**src/rtl/core/hex_record_parser_checksum_defines.svh**
```systemverilog
// Assertion macros for the record parser RTL.
`ifndef HEX_RECORD_PARSER_CHECKSUM_DEFINES_SVH
`define HEX_RECORD_PARSER_CHECKSUM_DEFINES_SVH

// Implication checked on every clock edge outside reset.
`define HRP_ASSERT_IMPLIES(name, clk, rst_n, ante, cons, msg) \
  name: assert property (@(posedge clk) disable iff (!rst_n) (ante) |-> (cons)) \
    else $error(msg);

// Implication whose consequent is checked in the next cycle.
`define HRP_ASSERT_NEXT(name, clk, rst_n, ante, cons, msg) \
  name: assert property (@(posedge clk) disable iff (!rst_n) (ante) |=> (cons)) \
    else $error(msg);

`endif

```
**src/rtl/core/hrp_pkg.sv**
```systemverilog
// Shared types and constants of the record parser.
package hrp_pkg;

  typedef enum logic [1:0] {
    ACT_WRITE    = 2'd0,
    ACT_DONE     = 2'd1,
    ACT_CSUM_ERR = 2'd2,
    ACT_LEN_ERR  = 2'd3
  } action_e;

  typedef enum logic {
    REG_WRITE_BASE    = 1'b0,
    REG_RECORD_STRIDE = 1'b1
  } reg_idx_e;

  localparam int unsigned AddrW   = 20;
  localparam int unsigned StrideW = 9;

  localparam logic [AddrW-1:0]   WriteBaseRst    = 20'h1A000;
  localparam logic [StrideW-1:0] RecordStrideRst = 9'd16;

  localparam logic [7:0] KindDone    = 8'h01;
  localparam logic [7:0] KindSkipLow = 8'h02;
  localparam logic [7:0] KindSkipHi  = 8'h05;

  typedef struct packed {
    logic take_byte;
    logic start_emit;
    logic emit_step;
  } hrp_cmd_t;

  typedef struct packed {
    logic emit_go;
    logic emit_last;
    logic slot_free;
  } hrp_status_t;

endpackage

```
**src/rtl/core/hex_record_parser_checksum.sv**
```systemverilog
// Top level: binary Intel HEX record parser with checksum check.
//
// Input channel (in_valid_i/in_ready_o) takes one record byte per item with a
// frame_start flag that clears a halt and restarts the record. Output channel
// (out_valid_o/out_ready_i) carries actions: byte writes, done, checksum error
// and length error, with last marking the final result of one input item.
// Two APB registers: write_base at 0x0 and record_stride at 0x4.
// Throughput: one input item per cycle while in_ready_o is high. Error and done
// results appear in the cycle after the causing item is taken. The checksum byte
// of a good data record blocks input until its writes are out: a prep state primes
// the buffer read port, then one write per cycle while the receiver takes them.
// Reset returns the parser to the length byte, clears the offset and halt,
// and loads the register defaults; the data buffer holds no reset value.
// When the receiver stalls, the output register holds its item and input
// ready drops until the register is taken.
module hex_record_parser_checksum
  import hrp_pkg::*;
#(
  parameter int unsigned MAX_DATA = 16
) (
  input  logic               clk_i,
  input  logic               rst_ni,
  input  logic               psel,
  input  logic               penable,
  input  logic               pwrite,
  input  logic [2:0]         paddr,
  input  logic [31:0]        pwdata,
  output logic [31:0]        prdata,
  output logic               pready,
  input  logic               in_valid_i,
  output logic               in_ready_o,
  input  logic [7:0]         in_byte_i,
  input  logic               frame_start_i,
  output logic               out_valid_o,
  input  logic               out_ready_i,
  output logic [1:0]         action_o,
  output logic [AddrW-1:0]   flash_addr_o,
  output logic [7:0]         data_byte_o,
  output logic               last_o
);

  `include "hex_record_parser_checksum_defines.svh"

  logic [AddrW-1:0]   write_base_q;
  logic [StrideW-1:0] record_stride_q;
  reg_idx_e           reg_idx;
  hrp_cmd_t           cmd;
  hrp_status_t        status;

  assign pready  = 1'b1;
  assign reg_idx = reg_idx_e'(paddr[2]);

  always_comb begin
    case (reg_idx)
      REG_WRITE_BASE:    prdata = 32'(write_base_q);
      REG_RECORD_STRIDE: prdata = 32'(record_stride_q);
      default:           prdata = '0;
    endcase
  end

  always_ff @(posedge clk_i or negedge rst_ni) begin
    if (!rst_ni) begin
      write_base_q    <= WriteBaseRst;
      record_stride_q <= RecordStrideRst;
    end else if (psel && penable && pwrite && pready) begin
      case (reg_idx)
        REG_WRITE_BASE:    write_base_q    <= pwdata[AddrW-1:0];
        REG_RECORD_STRIDE: record_stride_q <= pwdata[StrideW-1:0];
        default:           write_base_q    <= write_base_q;
      endcase
    end
  end

  hrp_ctrl u_ctrl (
    .clk_i      (clk_i),
    .rst_ni     (rst_ni),
    .in_valid_i (in_valid_i),
    .in_ready_o (in_ready_o),
    .status_i   (status),
    .cmd_o      (cmd)
  );

  hrp_dp #(
    .MAX_DATA (MAX_DATA)
  ) u_dp (
    .clk_i           (clk_i),
    .rst_ni          (rst_ni),
    .in_byte_i       (in_byte_i),
    .frame_start_i   (frame_start_i),
    .write_base_i    (write_base_q),
    .record_stride_i (record_stride_q),
    .cmd_i           (cmd),
    .status_o        (status),
    .out_ready_i     (out_ready_i),
    .out_valid_o     (out_valid_o),
    .action_o        (action_o),
    .flash_addr_o    (flash_addr_o),
    .data_byte_o     (data_byte_o),
    .last_o          (last_o)
  );

  `HRP_ASSERT_IMPLIES(a_ready_needs_slot, clk_i, rst_ni, in_ready_o, !out_valid_o || out_ready_i, "input taken while output register blocked")
  `HRP_ASSERT_IMPLIES(a_ctl_fields_zero, clk_i, rst_ni, out_valid_o && (action_o != ACT_WRITE), (flash_addr_o == '0) && (data_byte_o == '0) && last_o, "control result with nonzero fields")
  `HRP_ASSERT_IMPLIES(a_burst_blocks_in, clk_i, rst_ni, out_valid_o && (action_o == ACT_WRITE) && !last_o, !in_ready_o, "input accepted inside a write burst")
  `HRP_ASSERT_NEXT(a_burst_continues, clk_i, rst_ni, out_valid_o && out_ready_i && (action_o == ACT_WRITE) && !last_o, out_valid_o || !in_ready_o, "write burst stopped before last")

endmodule

```
**src/rtl/core/hrp_ctrl.sv**
```systemverilog
// Controller: input handshake and write burst sequencing.
module hrp_ctrl
  import hrp_pkg::*;
(
  input  logic        clk_i,
  input  logic        rst_ni,
  input  logic        in_valid_i,
  output logic        in_ready_o,
  input  hrp_status_t status_i,
  output hrp_cmd_t    cmd_o
);

  typedef enum logic [1:0] {
    ST_IDLE,
    ST_PREP,
    ST_EMIT
  } state_e;

  state_e state_q;

  assign in_ready_o       = (state_q == ST_IDLE) && status_i.slot_free;
  assign cmd_o.take_byte  = in_valid_i && in_ready_o;
  assign cmd_o.start_emit = cmd_o.take_byte && status_i.emit_go;
  assign cmd_o.emit_step  = (state_q == ST_EMIT) && status_i.slot_free;

  always_ff @(posedge clk_i or negedge rst_ni) begin
    if (!rst_ni) begin
      state_q <= ST_IDLE;
    end else begin
      case (state_q)
        ST_IDLE: begin
          if (cmd_o.start_emit) begin
            state_q <= ST_PREP;
          end
        end
        ST_PREP: begin
          state_q <= ST_EMIT;
        end
        ST_EMIT: begin
          if (cmd_o.emit_step && status_i.emit_last) begin
            state_q <= ST_IDLE;
          end
        end
        default: begin
          state_q <= ST_IDLE;
        end
      endcase
    end
  end

endmodule

```
**src/rtl/core/hrp_dp.sv**
```systemverilog
// Datapath: record fields, running sum, data buffer and output register.
module hrp_dp
  import hrp_pkg::*;
#(
  parameter int unsigned MAX_DATA = 16
) (
  input  logic               clk_i,
  input  logic               rst_ni,
  input  logic [7:0]         in_byte_i,
  input  logic               frame_start_i,
  input  logic [AddrW-1:0]   write_base_i,
  input  logic [StrideW-1:0] record_stride_i,
  input  hrp_cmd_t           cmd_i,
  output hrp_status_t        status_o,
  input  logic               out_ready_i,
  output logic               out_valid_o,
  output logic [1:0]         action_o,
  output logic [AddrW-1:0]   flash_addr_o,
  output logic [7:0]         data_byte_o,
  output logic               last_o
);

  localparam int unsigned CW = $clog2(MAX_DATA + 1);
  localparam int unsigned AW = (MAX_DATA > 1) ? $clog2(MAX_DATA) : 1;
  localparam logic [CW-1:0] MaxIdx = CW'(MAX_DATA);
  localparam logic [8:0]    MaxLen = 9'(MAX_DATA);

  typedef enum logic [2:0] {
    PH_LEN,
    PH_ADDR_HI,
    PH_ADDR_LO,
    PH_TYPE,
    PH_DATA,
    PH_CSUM
  } phase_e;

  phase_e            phase_q;
  logic [CW-1:0]     count_q;
  logic [CW-1:0]     len_q;
  logic [7:0]        kind_q;
  logic [7:0]        sum_q;
  logic [AddrW-1:0]  offset_q;
  logic              halted_q;
  logic [7:0]        mem [MAX_DATA];
  logic [7:0]        rd_q;
  logic [CW-1:0]     emit_idx_q;
  logic [AddrW-1:0]  emit_base_q;
  logic              out_valid_q;
  action_e           out_action_q;
  logic [AddrW-1:0]  out_addr_q;
  logic [7:0]        out_data_q;
  logic              out_last_q;

  phase_e        phase_eff;
  logic          active;
  logic [7:0]    sum_d;
  logic          len_big;
  logic          csum_ok;
  logic          kind_skip;
  logic          kind_done;
  logic          res_valid;
  action_e       res_action;
  logic [CW-1:0] count_d;
  logic [CW-1:0] idx_inc;
  logic [CW-1:0] rd_addr;

  assign phase_eff = frame_start_i ? PH_LEN : phase_q;
  assign active    = frame_start_i || !halted_q;
  assign sum_d     = sum_q + in_byte_i;
  assign len_big   = {1'b0, in_byte_i} > MaxLen;
  assign csum_ok   = (sum_d == 8'd0);
  assign kind_skip = (kind_q >= KindSkipLow) && (kind_q <= KindSkipHi);
  assign kind_done = (kind_q == KindDone);
  assign count_d   = count_q + CW'(1);
  assign idx_inc   = emit_idx_q + CW'(1);
  assign rd_addr   = cmd_i.emit_step ? idx_inc : emit_idx_q;

  always_comb begin
    res_valid  = 1'b0;
    res_action = ACT_LEN_ERR;
    if (active && (phase_eff == PH_LEN) && len_big) begin
      res_valid  = 1'b1;
      res_action = ACT_LEN_ERR;
    end else if (active && (phase_eff == PH_CSUM) && !csum_ok) begin
      res_valid  = 1'b1;
      res_action = ACT_CSUM_ERR;
    end else if (active && (phase_eff == PH_CSUM) && kind_done) begin
      res_valid  = 1'b1;
      res_action = ACT_DONE;
    end
  end

  assign status_o.emit_go   = active && (phase_eff == PH_CSUM) && csum_ok && !kind_skip &&
                              !kind_done && (len_q != '0);
  assign status_o.emit_last = (idx_inc == len_q);
  assign status_o.slot_free = !out_valid_q || out_ready_i;

  always_ff @(posedge clk_i or negedge rst_ni) begin
    if (!rst_ni) begin
      phase_q     <= PH_LEN;
      count_q     <= '0;
      len_q       <= '0;
      kind_q      <= '0;
      sum_q       <= '0;
      offset_q    <= '0;
      halted_q    <= 1'b0;
      emit_idx_q  <= '0;
      out_valid_q <= 1'b0;
    end else begin
      if (cmd_i.take_byte && active) begin
        halted_q <= 1'b0;
        case (phase_eff)
          PH_LEN: begin
            len_q   <= in_byte_i[CW-1:0];
            sum_q   <= in_byte_i;
            count_q <= '0;
            if (len_big) begin
              halted_q <= 1'b1;
              phase_q  <= PH_LEN;
            end else begin
              phase_q <= PH_ADDR_HI;
            end
          end
          PH_ADDR_HI: begin
            sum_q   <= sum_d;
            phase_q <= PH_ADDR_LO;
          end
          PH_ADDR_LO: begin
            sum_q   <= sum_d;
            phase_q <= PH_TYPE;
          end
          PH_TYPE: begin
            sum_q   <= sum_d;
            kind_q  <= in_byte_i;
            phase_q <= (len_q == '0) ? PH_CSUM : PH_DATA;
          end
          PH_DATA: begin
            sum_q   <= sum_d;
            count_q <= count_d;
            if (count_d >= len_q) begin
              phase_q <= PH_CSUM;
            end
          end
          PH_CSUM: begin
            phase_q <= PH_LEN;
            if (!csum_ok || kind_done) begin
              halted_q <= 1'b1;
            end else if (!kind_skip) begin
              offset_q <= offset_q + AddrW'(record_stride_i);
            end
          end
          default: begin
            phase_q <= PH_LEN;
          end
        endcase
      end

      if (cmd_i.start_emit) begin
        emit_idx_q <= '0;
      end else if (cmd_i.emit_step) begin
        emit_idx_q <= idx_inc;
      end

      if (cmd_i.emit_step || (cmd_i.take_byte && res_valid)) begin
        out_valid_q <= 1'b1;
      end else if (out_ready_i) begin
        out_valid_q <= 1'b0;
      end
    end
  end

  always_ff @(posedge clk_i) begin
    if (cmd_i.take_byte && active && (phase_eff == PH_DATA)) begin
      mem[count_q[AW-1:0]] <= in_byte_i;
    end
    if (rd_addr < MaxIdx) begin
      rd_q <= mem[rd_addr[AW-1:0]];
    end
    if (cmd_i.take_byte && active && (phase_eff == PH_CSUM)) begin
      emit_base_q <= write_base_i + offset_q;
    end
    if (cmd_i.emit_step) begin
      out_action_q <= ACT_WRITE;
      out_addr_q   <= emit_base_q + AddrW'(emit_idx_q);
      out_data_q   <= rd_q;
      out_last_q   <= status_o.emit_last;
    end else if (cmd_i.take_byte && res_valid) begin
      out_action_q <= res_action;
      out_addr_q   <= '0;
      out_data_q   <= '0;
      out_last_q   <= 1'b1;
    end
  end

  assign out_valid_o  = out_valid_q;
  assign action_o     = out_action_q;
  assign flash_addr_o = out_addr_q;
  assign data_byte_o  = out_data_q;
  assign last_o       = out_last_q;

endmodule

```
**config.mk**
```make
export PLATFORM = sky130hd
export DESIGN_NAME = hex_record_parser_checksum
export DESIGN_NICKNAME = d
export VERILOG_FILES = /design/src/rtl/core/hrp_pkg.sv /design/src/rtl/core/hex_record_parser_checksum.sv /design/src/rtl/core/hrp_ctrl.sv /design/src/rtl/core/hrp_dp.sv
export VERILOG_INCLUDE_DIRS = /design/src /design/src/rtl/core
export SDC_FILE = /design/constraint.sdc
export NUM_CORES = 1
export LEC_CHECK = 0
export BUFFER_PORTS_ARGS = -buffer_cell sky130_fd_sc_hd__buf_2
export CORE_MARGIN = 2
export CORE_UTILIZATION = 50
export DETAILED_ROUTE_END_ITERATION = 8
export MAX_ROUTING_LAYER = met4
export PLACE_DENSITY = 0.73
export SLEW_MARGIN = 5
export SYNTH_ARGS = -nofsm -noshare
export SYNTH_HDL_FRONTEND = slang
export SYNTH_SLANG_ARGS = --single-unit
```
**constraint.sdc**
```tcl
create_clock -name clk_i -period 5.42 [get_ports clk_i]
set_input_delay 0.813 -clock clk_i [delete_from_list [all_inputs] [get_ports clk_i]]
set_output_delay 0.813 -clock clk_i [all_outputs]
set_load 0.02 [all_outputs]
```
==> metrics, run 1 <==
status=complete, no violations; Synth Register Bits=274; Peak VDD IR=0.2556 mV; worst skew pair latency=0.56 ns; detailed placement HPWL=19,070 um; RSZ-0062 raised after global routing=no; end-of-flow core utilization=0.5675; Sink Count=274; Hold WS=0.2419 ns; DRT antenna net count=0; Yosys cell types=67; Worst Tran Pin Value=1.180 ns; PD cells=373.0 nW/um^2; number of flops mapped to enable cells by yosys=185; Num CTS Buffers=28; IO buf count=89; # rows=60; H-tree Lvls=1; commonest non-fill, non-tap cell in the layout=edfxtp_1; WL/cell=18.48 um; clock buffer depth=3; CTS tree=yes; Worst setup EP type=register; cell count after synthesis=1,022; final instance area=15,120 sq um; die width=168.0 um; antenna violations before repair=1; ratio of cells with drive above 1 in the final layout=0.1949; Worst Path Max Fanout=29; Final GP Congestion=0.8620; Slew HR=0.2089; cell area after placement=14,210 sq um; Worst Skew=0.01881 ns; CTS root buf=clkbuf_16; worst hold path type=input port to asynchronous set/reset pin; ys async rst share=0.3175; DR iter-0 viols=465; Final #Nets=1,228; gr usage total=0.2036; Main synth FF type=edfxtp_1; I/O Pins=117; CP Buf/Inv Count=2; area delta synth->final=12.44%; Final Hold Vio Count=0; core area=26,650 sq um; CP max stage delay=0.47 ns; First-pass DRT Iterations=4; WS Path Type=input port to register; Seq/Total Area, Yosys=0.5782; Routed WL=27,460 um; mapped cell area=13,450 sq um; most frequent cells in the layout=edfxtp_1 (185), buf_2 (88), dfrtp_1 (83), mux2i_1 (79), nor2_1 (71); fin crit share=0.6559; Post-CTS Resized=0; hold buffers post-CTS=0; Clock Pin Slew Worst Setup and Hold Paths=0.06 ns; leak pwr=0.006462 uW; syn_area_per_cell=13.16 sq um; fmax=281.3 MHz; final slew viol count=0; Die Area=28,230 sq um; drt via density=5.537; Final Setup Violations=0; max cap viols=0; Largest delay share family, worst path=compound AO/OA/AOI/OAI gates; Die Ht=168.0 um; Initial Util=0.5047; DRC viols=0; total gr overflow=0; depth of the worst register-to-register path=10; setup bufs post-CTS=0; YS warnings=0; Stages on worst setup path=11; min Tclk post-route=3.555 ns; vias in the first global route=8,176; global-route wire length before repair=43,910 um; Data required, critical path=5.70 ns; critical path arrival=3.83 ns; crit path launch type=input port; vias=8,228; crit path cell chain=buf_2 -> ha_1 -> fa_1 -> a21o_1 -> a21oi_1 -> nor4b_1 -> a2111oi_4 -> nand2_1 -> a311oi_1 -> o21ai_2 -> buf_4; setup total negative slack=0 ns; Critical Path Slowest Stage Cell=a311oi_1; largest net degree at the start of global routing=46
[cell type report]
type / instances / area (sq um)
fill: 2123 / 11530
sequential: 274 / 7777
multi-input combinational: 684 / 5325
clock buffer: 36 / 730.7
timing repair buffer: 102 / 558.0
tap: 341 / 426.7
clock inverter: 15 / 180.2
inverter: 33 / 123.9
antenna: 1 / 2.502
[worst paths after layout]
path | from | end | slack, ns
setup / recovery | in_byte_i[0] | u_dp.data_byte_o[1] | 1.87
hold / removal | rst_ni | write_base_q[0] | 0.24
setup reg to reg | u_dp.sum_q[0] | u_dp.data_byte_o[1] | 2.06
hold reg to reg | u_dp.offset_q[19] | u_dp.offset_q[19] | 0.49
max in group asynchronous | rst_ni | write_base_q[7] | 4.18
min in group clk_i | u_dp.offset_q[19] | u_dp.offset_q[19] | 0.49
[power breakdown]
group	internal, uW	leakage, uW	switching, uW
sequential	2440	0.00282	138
combinational	481	0.00322	684
clock	1100	0.000432	798
total	4020	0.00646	1620
[metal layers]
layer | vias to the layer above | routed length [um] | track usage | part of all wire
met3 | 41 | 1167 | 0.02750 | 0.042
met4 | 0 | 646 | 0.05180 | 0.024
met1 | 4060 | 12640 | 0.2790 | 0.46
met2 | 175 | 13010 | 0.3246 | 0.47
li1 | 3952 | - | - | -
met5 | - | 0 | - | 0
[Yosys cell counts (3+ instances only)]
library cell  number  area (sq um)
or3_1              5         31.28
nand2b_1          10         62.56
mux4_2            16         360.4
mux2i_1           79         790.8
edfxtp_1         185          5555
xor2_1            29         254.0
inv_1             33         123.9
buf_6              9         101.4
and2_1            21         131.4
fa_1               4         80.08
nor3_1            17         85.08
nor2_1            71         266.5
xnor2_1           33         289.0
buf_4             14         105.1
and3_1            17         106.4
o21ai_1            3         15.01
o21ai_0           46         230.2
a311oi_1           3         26.28
ha_1              50         625.6
a21oi_1           37         185.2
nor4_1             5         31.28
nand2_1           58         217.7
clkbuf_1          14         52.55
nand3_1           16         80.08
nor3b_1            4         30.03
dfrtp_1           83          2077
o21a_1             9         67.56
buf_2              3         15.01
nand4_1           11         68.82
a21o_1             8         60.06
a31oi_1            5         31.28
o31ai_1            5         37.54
mux2_2            50         563.0
nor2b_1           19         118.9
dfstp_2            4         105.1
a2111oi_0          3         26.28
a211oi_1           3         22.52
[stage by stage]
stage / std cells / worst slack (ns) / power [uW]
after floorplan: 1033 / 0.5764 / 3460
after global placement: 1434 / 1.467 / 3732
after detailed placement: 1434 / 1.356 / 3777
after CTS: 1485 / 1.928 / 5671
after global routing: 1486 / 1.731 / 5894
final: 1486 / 1.865 / 5642
[registers in the layout (all words and copies together), names as in the netlist, 9 cells and up]
register,cells
u_dp.offset_q,20
u_dp.mem,128
u_dp.emit_base_q,20
record_stride_q,9
u_dp.flash_addr_o,20
write_base_q,20
[cells by family after synthesis]
logic type                 Yosys count  share of synthesized area
buffers and inverters               75                    0.03014
muxes                              146                     0.1285
DFF                                274                     0.5782
and+or+nand+nor                    267                     0.1023
xor gates and xnor gates            63                    0.04158
other                                2                  0.0005583
adders and majority gates           54                    0.05246
AOI/OAI and AO/OA                  141                    0.06632
Note: power is estimated with default switching activity, not from simulation.
==> run 2: changes to the inputs <==
Clock period 5.42 ns to 3.3 ns, I/O delays scaled along.
==> metrics, run 2 (same netlist as run 1, synthesis figures left out) <==
status=complete, no violations (unchanged); Largest register FFs=128 (unchanged); Initial Util=0.5047 (unchanged); min Tclk post-route=3.015 ns; fin crit share=0.9135; WL/cell=18.27 um (was 18.48 um); commonest non-fill, non-tap cell in the layout=edfxtp_1 (unchanged); Die Area=28,230 sq um (unchanged); leak pwr=0.006648 uW (was 0.006462 uW); vias in the first global route=8,218 (was 8,176); max cap viols=0 (unchanged); DR iter-0 viols=633 (was 465); Peak VDD IR=0.4468 mV (was 0.2556 mV); RSZ-0062 raised after global routing=no (unchanged); final slew viol count=0 (unchanged); final instance area=15,420 sq um (was 15,120 sq um); setup total negative slack=0 ns (unchanged); fmax=331.7 MHz; vias=8,276 (was 8,228); IO buf count=89 (unchanged); drt via density=5.463 (was 5.537); PD cells=617.4 nW/um^2 (was 373.0 nW/um^2); Final Hold Vio Count=0 (unchanged); Slew HR=0.4129 (was 0.2089); critical path arrival=3.29 ns (was 3.83 ns); Worst Tran Pin Value=0.8743 ns (was 1.180 ns); ratio of cells with drive above 1 in the final layout=0.2142 (was 0.1949); CTS root buf=clkbuf_16 (unchanged); Num CTS Buffers=29 (was 28); H-tree Lvls=1 (unchanged); worst skew pair latency=0.53 ns (was 0.56 ns); Worst Skew=0.01339 ns (was 0.01881 ns); core area=26,650 sq um (unchanged); crit path launch type=register (was input port); area delta synth->final=14.65% (was 12.44%); global-route wire length before repair=44,370 um (was 43,910 um); Final #Nets=1,255 (was 1,228); # rows=60 (unchanged); Final GP Congestion=0.8395 (was 0.8620); DRT antenna net count=0 (unchanged); Post-CTS Resized=0 (unchanged); WS Path Type=register to register (was input port to register); cell area after placement=14,460 sq um (was 14,210 sq um); detailed placement HPWL=19,330 um (was 19,070 um); Worst Path Max Fanout=29 (unchanged); gr usage total=0.2041 (was 0.2036); First-pass DRT Iterations=5 (was 4); Routed WL=27,690 um (was 27,460 um); Final Setup Violations=0 (unchanged); Worst setup EP type=register (unchanged); die width=168.0 um (unchanged); most frequent cells in the layout=edfxtp_1 (185), buf_2 (88), dfrtp_1 (83), mux2i_1 (79), nor2_1 (71) (unchanged); Die Ht=168.0 um (unchanged); I/O Pins=117 (unchanged); clock buffer depth=3 (unchanged); CTS tree=yes (unchanged); Data required, critical path=3.57 ns (was 5.70 ns); DRC viols=0 (unchanged); largest net degree at the start of global routing=64 (was 46); Sink Count=274 (unchanged); hold buffers post-CTS=0 (unchanged); antenna violations before repair=2 (was 1); worst hold path type=input port to asynchronous set/reset pin (unchanged); setup bufs post-CTS=0 (unchanged); Clock Pin Slew Worst Setup and Hold Paths=0.06 ns (about the same); total gr overflow=0 (unchanged)
-- run 2: cell types whose count changed in the layout (fill, tap and decap cells not counted), moves of 3 or more --
cell      before  now
clkinv_2       2    5
buf_12         1    5
clkinv_1       4    7
clkbuf_1       8    5
buf_4         13   35
-- run 2: critical path, stage by stage (launching register included) --
cell and delay, ns:
dfrtp_1 0.38, ha_1 0.21, fa_1 0.40, a21o_1 0.19, a21oi_1 0.28, nor4b_1 0.13, a2111oi_4 0.37, nand2_1 0.12
a311oi_1 0.24, buf_4 0.18, o21ai_2 0.07, buf_12 0.17
-- run 2: path summary, 6_finish.rpt --
path,cells after the start,slack [ns],from,endpoint
min,1,0.05,rst_ni,write_base_q[0]
min in group clk_i,2,0.19,pwdata[12],write_base_q[12]
max,11,0.29,u_dp.sum_q[0],u_dp.data_byte_o[3]
max reg2reg,11,0.29,u_dp.sum_q[0],u_dp.data_byte_o[3]
min reg2reg,1,0.49,u_dp.action_o[0],u_dp.action_o[0]
max in group asynchronous,2,2.51,rst_ni,u_dp.emit_idx_q[2]
-- run 2: report_power, final --
part,switching (uW),leakage (uW),internal (uW)
Combinational,1140,0.00337,854
Sequential,232,0.00282,4010
Clock,1290,0.000465,1990
Total,2670,0.00665,6850
-- run 2: through the flow --
step / std cells / util / hold slack, ns / setup slack [ns] / power (uW)
floorplan: 1033 / - / 0.1994 / 0.1061 / 5680
global placement: 1460 / 0.5424 / 0.4772 / 0.02378 / 6229
detailed placement: 1460 / 0.5424 / 0.4800 / 0.002376 / 6283
CTS: 1513 / 0.5785 / 0.07502 / 0.2813 / 9571
global route: 1515 / 0.5787 / 0.1294 / 0.09543 / 9957
finish: 1515 / 0.5787 / 0.05399 / 0.2853 / 9521
-- run 2: per-layer routing --
layer  up-vias  track usage  wire length [um]
met5         -            -                 0
met4         0      0.04197               446
met3        34      0.02727              1451
met2       207       0.3229             13170
met1      4016       0.2863             12620
li1       4019            -                 -
-- run 2: area by class of cell --
class / instances / area (sq um)
diodes: 2 / 5.005
clock buffers: 34 / 744.5
clock inverters: 19 / 216.5
fillers: 2101 / 11230
inverters: 33 / 123.9
multi-input cells: 684 / 5325
flip-flops and latches: 274 / 7777
well taps: 341 / 426.7
repair buffers: 128 / 803.3
==> run 3: changes to the inputs <==
Settings changed: PLACE_DENSITY 0.73 to 0.69.
==> metrics, run 3 (same netlist as run 1, synthesis figures left out) <==
status=complete, no violations (unchanged); vias=8,317 (was 8,276); worst hold path type=input port to asynchronous set/reset pin (unchanged); detailed placement HPWL=19,780 um (was 19,330 um); I/O Pins=117 (unchanged); min Tclk post-route=3.054 ns (was 3.015 ns); H-tree Lvls=1 (unchanged); final slew viol count=0 (unchanged); leak pwr=0.006659 uW (was 0.006648 uW); largest net degree at the start of global routing=65 (was 64); R2R Path End=u_dp.flash_addr_o[19] (was u_dp.data_byte_o[3]); total gr overflow=0 (unchanged); drt via density=5.493 (was 5.463); WS Path Type=register to register (unchanged); Data required, critical path=3.62 ns (was 3.57 ns); CTS root buf=clkbuf_16 (unchanged); crit path launch type=register (unchanged); Die Ht=168.0 um (unchanged); WL/cell=18.45 um (was 18.27 um); end-of-flow core utilization=0.5792 (was 0.5787); RSZ-0062 raised after global routing=no (unchanged); Final Setup Violations=0 (unchanged); Final #Nets=1,257 (was 1,255); Sink Count=274 (unchanged); hold buffers post-CTS=0 (unchanged); max cap viols=0 (unchanged); most frequent cells in the layout=edfxtp_1 (185), buf_2 (88), dfrtp_1 (83), mux2i_1 (79), nor2_1 (71) (unchanged); CTS tree=yes (unchanged); Worst setup EP type=register (unchanged); Final GP Congestion=0.8731 (was 0.8395); core area=26,650 sq um (unchanged); First-pass DRT Iterations=4 (was 5); Largest register FFs=128 (unchanged); worst skew pair latency=0.57 ns (was 0.53 ns); # rows=60 (unchanged); fmax=327.4 MHz (was 331.7 MHz); die width=168.0 um (unchanged); setup bufs post-CTS=0 (unchanged); PD cells=615.0 nW/um^2 (was 617.4 nW/um^2); FF-to-FF Start=u_dp.sum_q[0] (unchanged); Worst Path Max Fanout=29 (unchanged); Die Area=28,230 sq um (unchanged); IO buf count=89 (unchanged); Post-CTS Resized=0 (unchanged); setup total negative slack=0 ns (unchanged); vias in the first global route=8,303 (was 8,218); global-route wire length before repair=44,630 um (was 44,370 um); commonest non-fill, non-tap cell in the layout=edfxtp_1 (unchanged); Num CTS Buffers=29 (unchanged); Worst Skew=0.02474 ns (was 0.01339 ns); DRC viols=0 (unchanged); Clock Pin Slew Worst Setup and Hold Paths=0.06 ns (about the same); n_diodes=0 (was 2); critical path arrival=3.37 ns (was 3.29 ns); DRT antenna net count=0 (unchanged); FF-to-FF setup slack=0.25 ns (was 0.29 ns); clock buffer depth=3 (unchanged); DR iter-0 viols=465 (was 633); ratio of cells with drive above 1 in the final layout=0.2165 (was 0.2142); Worst Tran Pin Value=0.8795 ns (was 0.8743 ns); Slew HR=0.4094 (was 0.4129); antenna violations before repair=0 (was 2); area delta synth->final=14.75% (was 14.65%); gr usage total=0.2081 (was 0.2041); Routed WL=27,930 um (was 27,690 um); Peak VDD IR=0.4171 mV (was 0.4468 mV); Final Hold Vio Count=0 (unchanged); depth of the worst register-to-register path=11 (unchanged); fin crit share=0.9256 (was 0.9135); Initial Util=0.5047 (unchanged)
run 3: cell count changes in the layout (fill, tap and decap cells not counted), sizes merged:
| cell | delta |
|---|---|
| clkbuf | -1 |
| bufinv | -1 |
| inv | +2 |
| diode | -2 |
| clkinv | -1 |
| buf | +2 |
run 3: per-stage QoR:
step,setup WS (ns),hold slack [ns],cell area [sq um],cells,power (uW)
2_1_floorplan,0.1061,0.1994,13500,1033,5680
3_3_place_gp,0.01085,0.4794,14480,1462,6241
3_5_place_dp,-0.03265,0.4856,14480,1462,6297
4_1_cts,0.2467,0.05993,15440,1514,9563
5_1_grt,0.1268,0.09906,15440,1514,9930
6_report,0.2456,0.03763,15440,1514,9494
run 3: worst max-delay path by stage:
stage	depth (start not counted)	slack, ns	end	start
6_report	11	0.25	u_dp.flash_addr_o[19]	u_dp.sum_q[0]
3_3_place_gp	12	0.01	u_dp.flash_addr_o[7]	in_byte_i[0]
3_5_place_dp	12	-0.03	u_dp.data_byte_o[1]	in_byte_i[0]
2_1_floorplan	9	0.11	u_dp.data_byte_o[0]	in_byte_i[0]
5_1_grt	11	0.13	u_dp.flash_addr_o[15]	u_dp.sum_q[0]
4_1_cts	11	0.25	u_dp.data_byte_o[1]	u_dp.sum_q[0]
run 3: power by group:
group	switching [uW]	total (uW)	internal, uW
sequential	229	4240	4010
clock	1330	3250	1920
combinational	1140	2010	860
total	2700	9490	6790
run 3: cell type report:
class | instances | area, sq um
repair buffers | 130 | 830.8
inverters | 33 | 123.9
well taps | 341 | 426.7
fillers | 2107 | 11210
clock inverters | 19 | 211.5
multi-input cells | 684 | 5325
flip-flops and latches | 274 | 7777
clock buffers | 33 | 740.7
run 3: worst max-delay path, cell delays in order (launching register included):
cell and delay, ns:
dfrtp_1 0.38, ha_1 0.22, fa_1 0.40, a21o_1 0.19, a21oi_1 0.28, nor4b_1 0.14, a2111oi_4 0.43, nand2_1 0.12
a311oi_1 0.24, buf_4 0.17, o21ai_2 0.06, buf_12 0.17
run 3: routing by layer:
metal  GRT usage  wire length, um  up-vias
met5           -                0        -
met4     0.05180              615        0
met3     0.02374             1168       45
met2      0.3288            13100      179
met1      0.2912            13050     4073
li1            -                -     4020
